===== config.mk =====
export PLATFORM = sky130hd
export DESIGN_NAME = fuel_priority_landing_queue
export DESIGN_NICKNAME = d
export VERILOG_FILES = /design/src/hdl/fplq_pkg.sv /design/src/hdl/fplq_ctrl.sv /design/src/hdl/fplq_datapath.sv /design/src/hdl/fuel_priority_landing_queue.sv
export SDC_FILE = /design/constraint.sdc
export NUM_CORES = 2
export LEC_CHECK = 0
export BUFFER_PORTS_ARGS = -buffer_cell sky130_fd_sc_hd__buf_2
export CELL_PAD_IN_SITES_DETAIL_PLACEMENT = 0
export CELL_PAD_IN_SITES_GLOBAL_PLACEMENT = 1
export CORE_MARGIN = 2
export CORE_UTILIZATION = 52
export CTS_BUF_LIST = sky130_fd_sc_hd__clkbuf_4 sky130_fd_sc_hd__clkbuf_8 sky130_fd_sc_hd__clkbuf_16
export CTS_CLUSTER_DIAMETER = 50
export CTS_CLUSTER_SIZE = 8
export DETAILED_ROUTE_END_ITERATION = 16
export PLACE_DENSITY = 0.79
export SLEW_MARGIN = 20
export SYNTH_ARGS = -nofsm -noshare
export SYNTH_HDL_FRONTEND = slang
export SYNTH_SLANG_ARGS = --single-unit
export TNS_END_PERCENT = 10

===== constraint.sdc =====
create_clock -name clk -period 14.5 [get_ports clk]
set_input_delay 2.9 -clock clk [delete_from_list [all_inputs] [get_ports clk]]
set_output_delay 2.9 -clock clk [all_outputs]
set_load 0.02 [all_outputs]

===== src/hdl/fplq_pkg.sv =====
// ----------------------------------------------------------------------------
// fplq_pkg
// Shared constants and types for the fuel priority landing queue: queue
// depth, count width, action codes and the controller command bundle.
// ----------------------------------------------------------------------------
`default_nettype none

package fplq_pkg;

    // Queue depth and the width of a count that can hold the depth itself
    localparam int QUEUE_DEPTH = 16;
    localparam int CNT_W       = $clog2(QUEUE_DEPTH + 1);
    localparam int IDX_W       = $clog2(QUEUE_DEPTH);

    // Action codes carried by an input beat
    typedef enum logic [1:0] {
        ACT_APPEND   = 2'd0,
        ACT_PRIORITY = 2'd1,
        ACT_REMOVE   = 2'd2
    } action_t;

    // Controller states
    typedef enum logic {
        ST_IDLE = 1'b0,
        ST_EXEC = 1'b1
    } state_t;

    // Commands from the controller to the datapath
    typedef struct packed {
        logic load;   // capture the incoming beat
        logic exec;   // apply the captured command to the queue
    } ctrl_cmd_t;

endpackage : fplq_pkg

`default_nettype wire


===== src/hdl/fplq_ctrl.sv =====
// ----------------------------------------------------------------------------
// fplq_ctrl
// Controller for the landing queue: accepts a command beat, runs the execute
// state of the datapath and strobes the result beat afterwards.
// ----------------------------------------------------------------------------
`default_nettype none

module fplq_ctrl (
    input  wire logic               clk,
    input  wire logic               rst_n,
    input  wire logic               start,
    output logic                    busy,
    output logic                    done,
    output fplq_pkg::ctrl_cmd_t     cmd
);

    fplq_pkg::state_t state_reg;
    fplq_pkg::state_t state_next;
    logic             done_reg;
    logic             done_next;

    // Hold state and result strobe
    always_ff @(posedge clk or negedge rst_n)
    begin
        if (!rst_n)
        begin
            state_reg <= fplq_pkg::ST_IDLE;
            done_reg  <= 1'b0;
        end
        else
        begin
            state_reg <= state_next;
            done_reg  <= done_next;
        end
    end

    // Next state and commands
    always_comb
    begin
        state_next = state_reg;
        done_next  = 1'b0;
        busy       = 1'b0;
        cmd.load   = 1'b0;
        cmd.exec   = 1'b0;
        unique case (state_reg)
            fplq_pkg::ST_IDLE:
            begin
                if (start)
                begin
                    cmd.load   = 1'b1;
                    state_next = fplq_pkg::ST_EXEC;
                end
            end
            fplq_pkg::ST_EXEC:
            begin
                busy       = 1'b1;
                cmd.exec   = 1'b1;
                done_next  = 1'b1;
                state_next = fplq_pkg::ST_IDLE;
            end
            default:
            begin
                state_next = fplq_pkg::ST_IDLE;
            end
        endcase
    end

    assign done = done_reg;

endmodule : fplq_ctrl

`default_nettype wire


===== src/hdl/fplq_datapath.sv =====
// ----------------------------------------------------------------------------
// fplq_datapath
// Shift-register queue of aircraft entries. Every cell compares its fuel
// against the new entry at once; cells then hold, shift back or take the new
// entry. Removal shifts all cells one place forward.
// ----------------------------------------------------------------------------
`default_nettype none

module fplq_datapath (
    input  wire logic                          clk,
    input  wire logic                          rst_n,
    input  fplq_pkg::ctrl_cmd_t                cmd,
    input  wire logic [1:0]                    action,
    input  wire logic [15:0]                   aircraft_code,
    input  wire logic [15:0]                   fuel_level,
    output logic                               success,
    output logic [15:0]                        removed_code,
    output logic [15:0]                        removed_fuel,
    output logic [fplq_pkg::CNT_W-1:0]         entry_count
);

    localparam int D = fplq_pkg::QUEUE_DEPTH;
    localparam int W = fplq_pkg::CNT_W;

    // Captured command beat
    logic [1:0]  act_reg;
    logic [15:0] code_in_reg;
    logic [15:0] fuel_in_reg;

    // Queue cells and count
    logic [15:0] code_reg [D];
    logic [15:0] fuel_reg [D];
    logic [15:0] code_next [D];
    logic [15:0] fuel_next [D];
    logic [W-1:0] count_reg;
    logic [W-1:0] count_next;

    // Result registers
    logic         success_reg;
    logic         success_next;
    logic [15:0]  rcode_reg;
    logic [15:0]  rcode_next;
    logic [15:0]  rfuel_reg;
    logic [15:0]  rfuel_next;

    // Cell comparison and insertion values
    logic [D-1:0] lower;
    logic [D-1:0] keep;
    logic [D-1:0] prev_keep;
    logic [15:0]  ins_code [D];
    logic [15:0]  ins_fuel [D];
    logic [15:0]  rem_code [D];
    logic [15:0]  rem_fuel [D];
    logic         is_append;
    logic         full;

    assign is_append = (act_reg == fplq_pkg::ACT_APPEND);
    assign full      = (count_reg == W'(D));

    // Capture the command beat
    always_ff @(posedge clk)
    begin
        if (cmd.load)
        begin
            act_reg     <= action;
            code_in_reg <= aircraft_code;
            fuel_in_reg <= fuel_level;
        end
    end

    // Compare every held cell with the new entry
    always_comb
    begin
        for (int i = 0; i < D; i++)
        begin
            lower[i] = (W'(i) < count_reg) &&
                       (is_append || (fuel_reg[i] < fuel_in_reg));
        end
    end

    // A cell stays only if it and all cells ahead of it sort before the new one
    always_comb
    begin
        logic [D-1:0] m;
        for (int i = 0; i < D; i++)
        begin
            m       = (D'(2) << i) - D'(1);
            keep[i] = &(lower | ~m);
        end
        prev_keep = {keep[D-2:0], 1'b1};
    end

    // Work out insert and remove values of each cell
    always_comb
    begin
        for (int i = 0; i < D; i++)
        begin
            if (keep[i])
            begin
                ins_code[i] = code_reg[i];
                ins_fuel[i] = fuel_reg[i];
            end
            else if (prev_keep[i])
            begin
                ins_code[i] = code_in_reg;
                ins_fuel[i] = fuel_in_reg;
            end
            else
            begin
                ins_code[i] = code_reg[(i + D - 1) % D];
                ins_fuel[i] = fuel_reg[(i + D - 1) % D];
            end
        end
        for (int i = 0; i < D - 1; i++)
        begin
            rem_code[i] = code_reg[i + 1];
            rem_fuel[i] = fuel_reg[i + 1];
        end
        rem_code[D-1] = code_reg[D-1];
        rem_fuel[D-1] = fuel_reg[D-1];
    end

    // Decode the action and form next queue and result
    always_comb
    begin
        code_next    = code_reg;
        fuel_next    = fuel_reg;
        count_next   = count_reg;
        success_next = success_reg;
        rcode_next   = rcode_reg;
        rfuel_next   = rfuel_reg;
        if (cmd.exec)
        begin
            success_next = 1'b0;
            rcode_next   = '0;
            rfuel_next   = '0;
            unique case (act_reg) inside
                fplq_pkg::ACT_APPEND,
                fplq_pkg::ACT_PRIORITY:
                begin
                    if (!full)
                    begin
                        code_next    = ins_code;
                        fuel_next    = ins_fuel;
                        count_next   = count_reg + W'(1);
                        success_next = 1'b1;
                    end
                end
                fplq_pkg::ACT_REMOVE:
                begin
                    if (count_reg != '0)
                    begin
                        code_next    = rem_code;
                        fuel_next    = rem_fuel;
                        rcode_next   = code_reg[0];
                        rfuel_next   = fuel_reg[0];
                        count_next   = count_reg - W'(1);
                        success_next = 1'b1;
                    end
                end
                default:
                begin
                    success_next = 1'b0;
                end
            endcase
        end
    end

    // Advance queue cells
    always_ff @(posedge clk)
    begin
        code_reg  <= code_next;
        fuel_reg  <= fuel_next;
        rcode_reg <= rcode_next;
        rfuel_reg <= rfuel_next;
    end

    // Hold count and status
    always_ff @(posedge clk or negedge rst_n)
    begin
        if (!rst_n)
        begin
            count_reg   <= '0;
            success_reg <= 1'b0;
        end
        else
        begin
            count_reg   <= count_next;
            success_reg <= success_next;
        end
    end

    assign success      = success_reg;
    assign removed_code = rcode_reg;
    assign removed_fuel = rfuel_reg;
    assign entry_count  = count_reg;

endmodule : fplq_datapath

`default_nettype wire


===== src/hdl/fuel_priority_landing_queue.sv =====
// ----------------------------------------------------------------------------
// fuel_priority_landing_queue
// Bounded landing queue of aircraft entries with tail append, fuel priority
// insert and head removal.
// ----------------------------------------------------------------------------
// Usage:
//   Command channel: drive action, aircraft_code and fuel_level with start
//   high; the beat is taken at a rising edge where start is high and busy is
//   low. Result channel: done is high for exactly one cycle with success,
//   removed_code, removed_fuel and entry_count valid in that cycle.
//   Sequencing: busy is high in the execute state that follows the command
//   edge; done is registered and is high in the cycle after execute.
//   Commands: a new command is not taken while the controller executes the
//   last one and busy is high; a new command may be given in the same cycle
//   as done.
//   Execution compares all queue cells against the new fuel in parallel and
//   shifts the queue within the execute state.
//   Reset: rst_n clears the entry count and the controller; cell contents
//   are left as they are and never read before being written.
//   The receiver cannot stall: each result beat is shown once and not held.
// ----------------------------------------------------------------------------
`default_nettype none

module fuel_priority_landing_queue (
    input  wire logic                          clk,
    input  wire logic                          rst_n,
    input  wire logic                          start,
    output logic                               busy,
    input  wire logic [1:0]                    action,
    input  wire logic [15:0]                   aircraft_code,
    input  wire logic [15:0]                   fuel_level,
    output logic                               done,
    output logic                               success,
    output logic [15:0]                        removed_code,
    output logic [15:0]                        removed_fuel,
    output logic [fplq_pkg::CNT_W-1:0]         entry_count
);

    fplq_pkg::ctrl_cmd_t cmd;

    // Controller
    fplq_ctrl u_ctrl (
        .clk   (clk),
        .rst_n (rst_n),
        .start (start),
        .busy  (busy),
        .done  (done),
        .cmd   (cmd)
    );

    // Queue datapath
    fplq_datapath u_datapath (
        .clk           (clk),
        .rst_n         (rst_n),
        .cmd           (cmd),
        .action        (action),
        .aircraft_code (aircraft_code),
        .fuel_level    (fuel_level),
        .success       (success),
        .removed_code  (removed_code),
        .removed_fuel  (removed_fuel),
        .entry_count   (entry_count)
    );

endmodule : fuel_priority_landing_queue

`default_nettype wire


==> metrics.md <==
| Metric | Value |
|---|---|
| Status | finished, final reports clean |
| Pwr Density | 147 nW/um2 |
| Syn_nets | 3,493 |
| Max cap viols | 0 |
| CTS Hold Bufs | 0 |
| Crit-path max cell delay | 0.81 ns |
| Fin. Hold Viols | 0 |
| Top cell type's share of synthesized area | 51.0% |
| Worst Path Buf+Inv | 3 |
| PnR worst setup slack | 7.76 ns |
| Total track usage | 32.3% |
| Sequential-to-total area share from yosys stat | 51.6% |
| Netlist cell types | 69 |
| Crit path max-delay cell type | nor2_4 |
| Via count | 26,700 |
| Clk pin slew, worst setup/hold paths | 0.05 ns |
| Pins over their slew limit | 0 |
| Critical path's top delay family | simple AND/OR/NAND/NOR gates |
| Crit Path Class | flop to flop |
| Die width | 260 um |
| Nets | 3,453 |
| #FFs+latches synth | 586 |
| Aggregate routed wire length | 109 mm |
| Max clock buf depth | 3 |
| Setup Fix Bufs, Post-CTS | 0 |
| Final min period | 6.74 ns |
| DR WL/cell | 26.9 um |
| Die height | 260 um |
| Initial antenna violation count | 4 |
| Worst Path Max Fanout | 67 |
| Tcrit/Tclk final | 46.5% |
| Area delta synth->final | 11.3% |
| Setup repair after global routing missed its margin | no |
| Site row count | 93 |
| Routability congestion estimate | 0.947 |
| Clk root buf | clkbuf_16 |
| Yosys warnings | 0 |
| CTS sink count | 586 |
| Met2 Usage GRT | 54.1% |
| R2R depth | 12 |
| Finished Layout Cells | 4,056 |
| Routed vias/inst | 6.59 |
| Most common cell on crit path | buf_4 |
| Synth Flop Type | edfxtp_1 |
| Post-Syn Instances | 3,213 |
| Setup slack at placement | 7.70 ns |
| Synthesized cell area | 34,000 um2 |
| Initial Utilization | 52.7% |
| Syn Area/Cell | 10.6 um2 |
| DR iter-0 viols | 2,760 |
| Post-synth EDFFs | 578 |
| Worst path depth | 12 |
| WP data required | 14.75 ns |
| Fraction of layout cells with a size suffix above 1 | 9.03% |
| Pleak | 14.2 nW |
| Async S/R FF share, synth | 1.37% |
| CTS Buf Count | 90 |
| Max Freq | 0.148 GHz |
| # placed instances | 3,933 |
| Ports | 77 |
| Area leader, netlist | edfxtp_1 |
| Routed Antenna Nets | 0 |
| Flop2flop setup slack | 7.76 ns |
| Vias in the first global route | 26,700 |
| TNS Setup | 0 ns |
| CTS tree | yes |
| Gr ovfl total | 0 |
| Later-pin clock latency in the skew report | 0.66 ns |
| Post-DP HPWL | 72.2 mm |
| Resize count post-CTS | 0 |
| Max-slew headroom | 23.5% |
| Final Skew | 0.0340 ns |
| DR pass1 iterations | 6 |
| ANT cells | 0 |
| GR peak layer | met2 |
| Startpoint Class | flop |
| Worst-margin pin slew | 1.15 ns |
| GRT met1 Usage | 42.0% |
| Largest net degree at the start of global routing | 271 |
| DIE AREA | 67,500 um2 |
| Main area contributors after synthesis | edfxtp_1 (51%), ha_1 (8.9%), nand2_1 (7.4%), o211ai_1 (7.2%), mux2i_1 (6.7%) |
| Reg2Reg Launch Point | u_datapath.fuel_in_reg[10] |
| Crit end category | flop |
| DRC | 0 |
| Worst Path Arrival | 7.00 ns |
| Peak VDD IR | 0.117 mV |
| R2R Path End | u_datapath.code_reg[66] |
| Worst Hold Endpoint | u_datapath.success |
| Core ar. | 64,600 um2 |
| Tightest Hold Check Type | flop to flop |
| Hold Path Cell Cnt | 2 |
| Final setup vio count | 0 |
| Cells along the critical path | inv_1 -> ha_1 -> nand2_1 -> or3_1 -> a2111oi_0 -> a2111oi_2 -> o221ai_4 -> buf_4 -> nand4bb_4 -> buf_4 -> nor3_2 -> nor2_4 |
| Hold Startpoint | u_datapath.success |
| Port bufs | 76 |
| First-pass GRT wire length | 166 mm |
| H-tree levels | 3 |
| Routing usage on met3 | 5.26% |
-- power breakdown --
part           switching, mW  leakage (nW)  total, mW  internal, mW
combinational          0.810          7.36       1.23         0.424
sequential             0.178          5.54       2.31          2.13
clock                  0.790          1.32       2.02          1.23
total                   1.78          14.2       5.56          3.78
-- cells by family after synthesis --
group	share of synthesized area, %
mux	6.65
buf+inv	3.39
compound gates	17.3
xor+xnor	0.129
simple gates	12.0
flops	51.6
fa+ha+maj	8.94
-- synth_stat cells, drive strengths merged (3+ instances only) --
cell	count
nand2	667
edfxtp	578
o211ai	327
o21ai	266
ha	243
mux2i	226
clkbuf	193
a21oi	156
nor2	113
buf	67
nor3	42
a31oi	40
a211o	39
and2	35
nand4	27
inv	23
a21o	21
nand2b	16
o21a	13
a211oi	11
nand3	11
a2111oi	9
or3	9
dfrtp	8
and4	7
nor4	6
a2111o	5
nor2b	5
or2	5
a221oi	3
and3	3
nor3b	3
o22ai	3
or4	3
xor2	3
-- routing by layer --
| metal | routed length, um | vias to the layer above |
|---|---|---|
| met5 | 13 | - |
| met4 | 4220 | 2 |
| met3 | 7170 | 238 |
| met2 | 53000 | 1100 |
| met1 | 44700 | 13400 |
| li1 | - | 12000 |
-- cell usage in the layout (no fill, tap or decap), drive strengths merged, types with 3 or more instances in the layout --
cell type,Yosys,routed
ha,243,243
nand2b,16,16
and2,35,35
a211oi,11,11
a2111oi,9,9
o21a,13,13
or3,9,9
nand4,27,27
a2111o,5,5
a21oi,156,156
a21o,21,21
buf,67,128
o211ai,327,327
nand2,667,667
nor3b,3,3
nor2b,5,5
clkinv,0,18
o21ai,266,266
bufinv,0,5
and4,7,7
or4,3,3
inv,23,23
a221oi,3,3
nor4,6,6
o22ai,3,3
and3,3,3
nor3,42,42
a211o,39,39
xor2,3,3
edfxtp,578,578
clkbuf,193,97
nand3,11,11
a31oi,40,40
mux2i,226,226
nor2,113,113
or2,5,5
dfrtp,8,8
-- metrics by stage --
stage	util [%]	hold slack [ns]	instance area (um2)	power (mW)
2_1_floorplan	-	0.509	34000	3.09
3_3_place_gp	54.3	0.508	35000	3.50
3_5_place_dp	54.3	0.523	35100	3.54
4_1_cts	58.5	0.529	37800	5.55
5_1_grt	58.6	0.564	37900	5.76
6_report	58.6	0.520	37900	5.56
-- worst min-delay path, cell delays in order, from the launching register on --
cell and delay [ns]:
dfrtp_1 0.37, inv_1 0.05, o21ai_0 0.06
-- worst max path at each step --
stage | endpoint | start | slack, ns
final | u_datapath.code_reg[66] | u_datapath.fuel_in_reg[10] | 7.76
after global routing | u_datapath.code_reg[66] | u_datapath.fuel_in_reg[10] | 7.40
after CTS | u_datapath.code_reg[48] | u_datapath.fuel_in_reg[10] | 7.67
after detailed placement | u_datapath.code_reg[106] | u_datapath.fuel_in_reg[10] | 7.70
after global placement | u_datapath.code_reg[36] | u_datapath.fuel_in_reg[10] | 7.95
after floorplan | u_datapath.code_reg[224] | u_datapath.fuel_in_reg[15] | 8.73
-- layout make-up --
class,instances,area (um2)
fillers,5404,26700
repair buffers,128,876
well taps,855,1070
multi-input cells,2344,15600
flip-flops and latches,586,17600
inverters,23,86.3
clock inverters,23,377
clock buffers,97,2320
No activity file was read; power rests on OpenSTA's default activity.
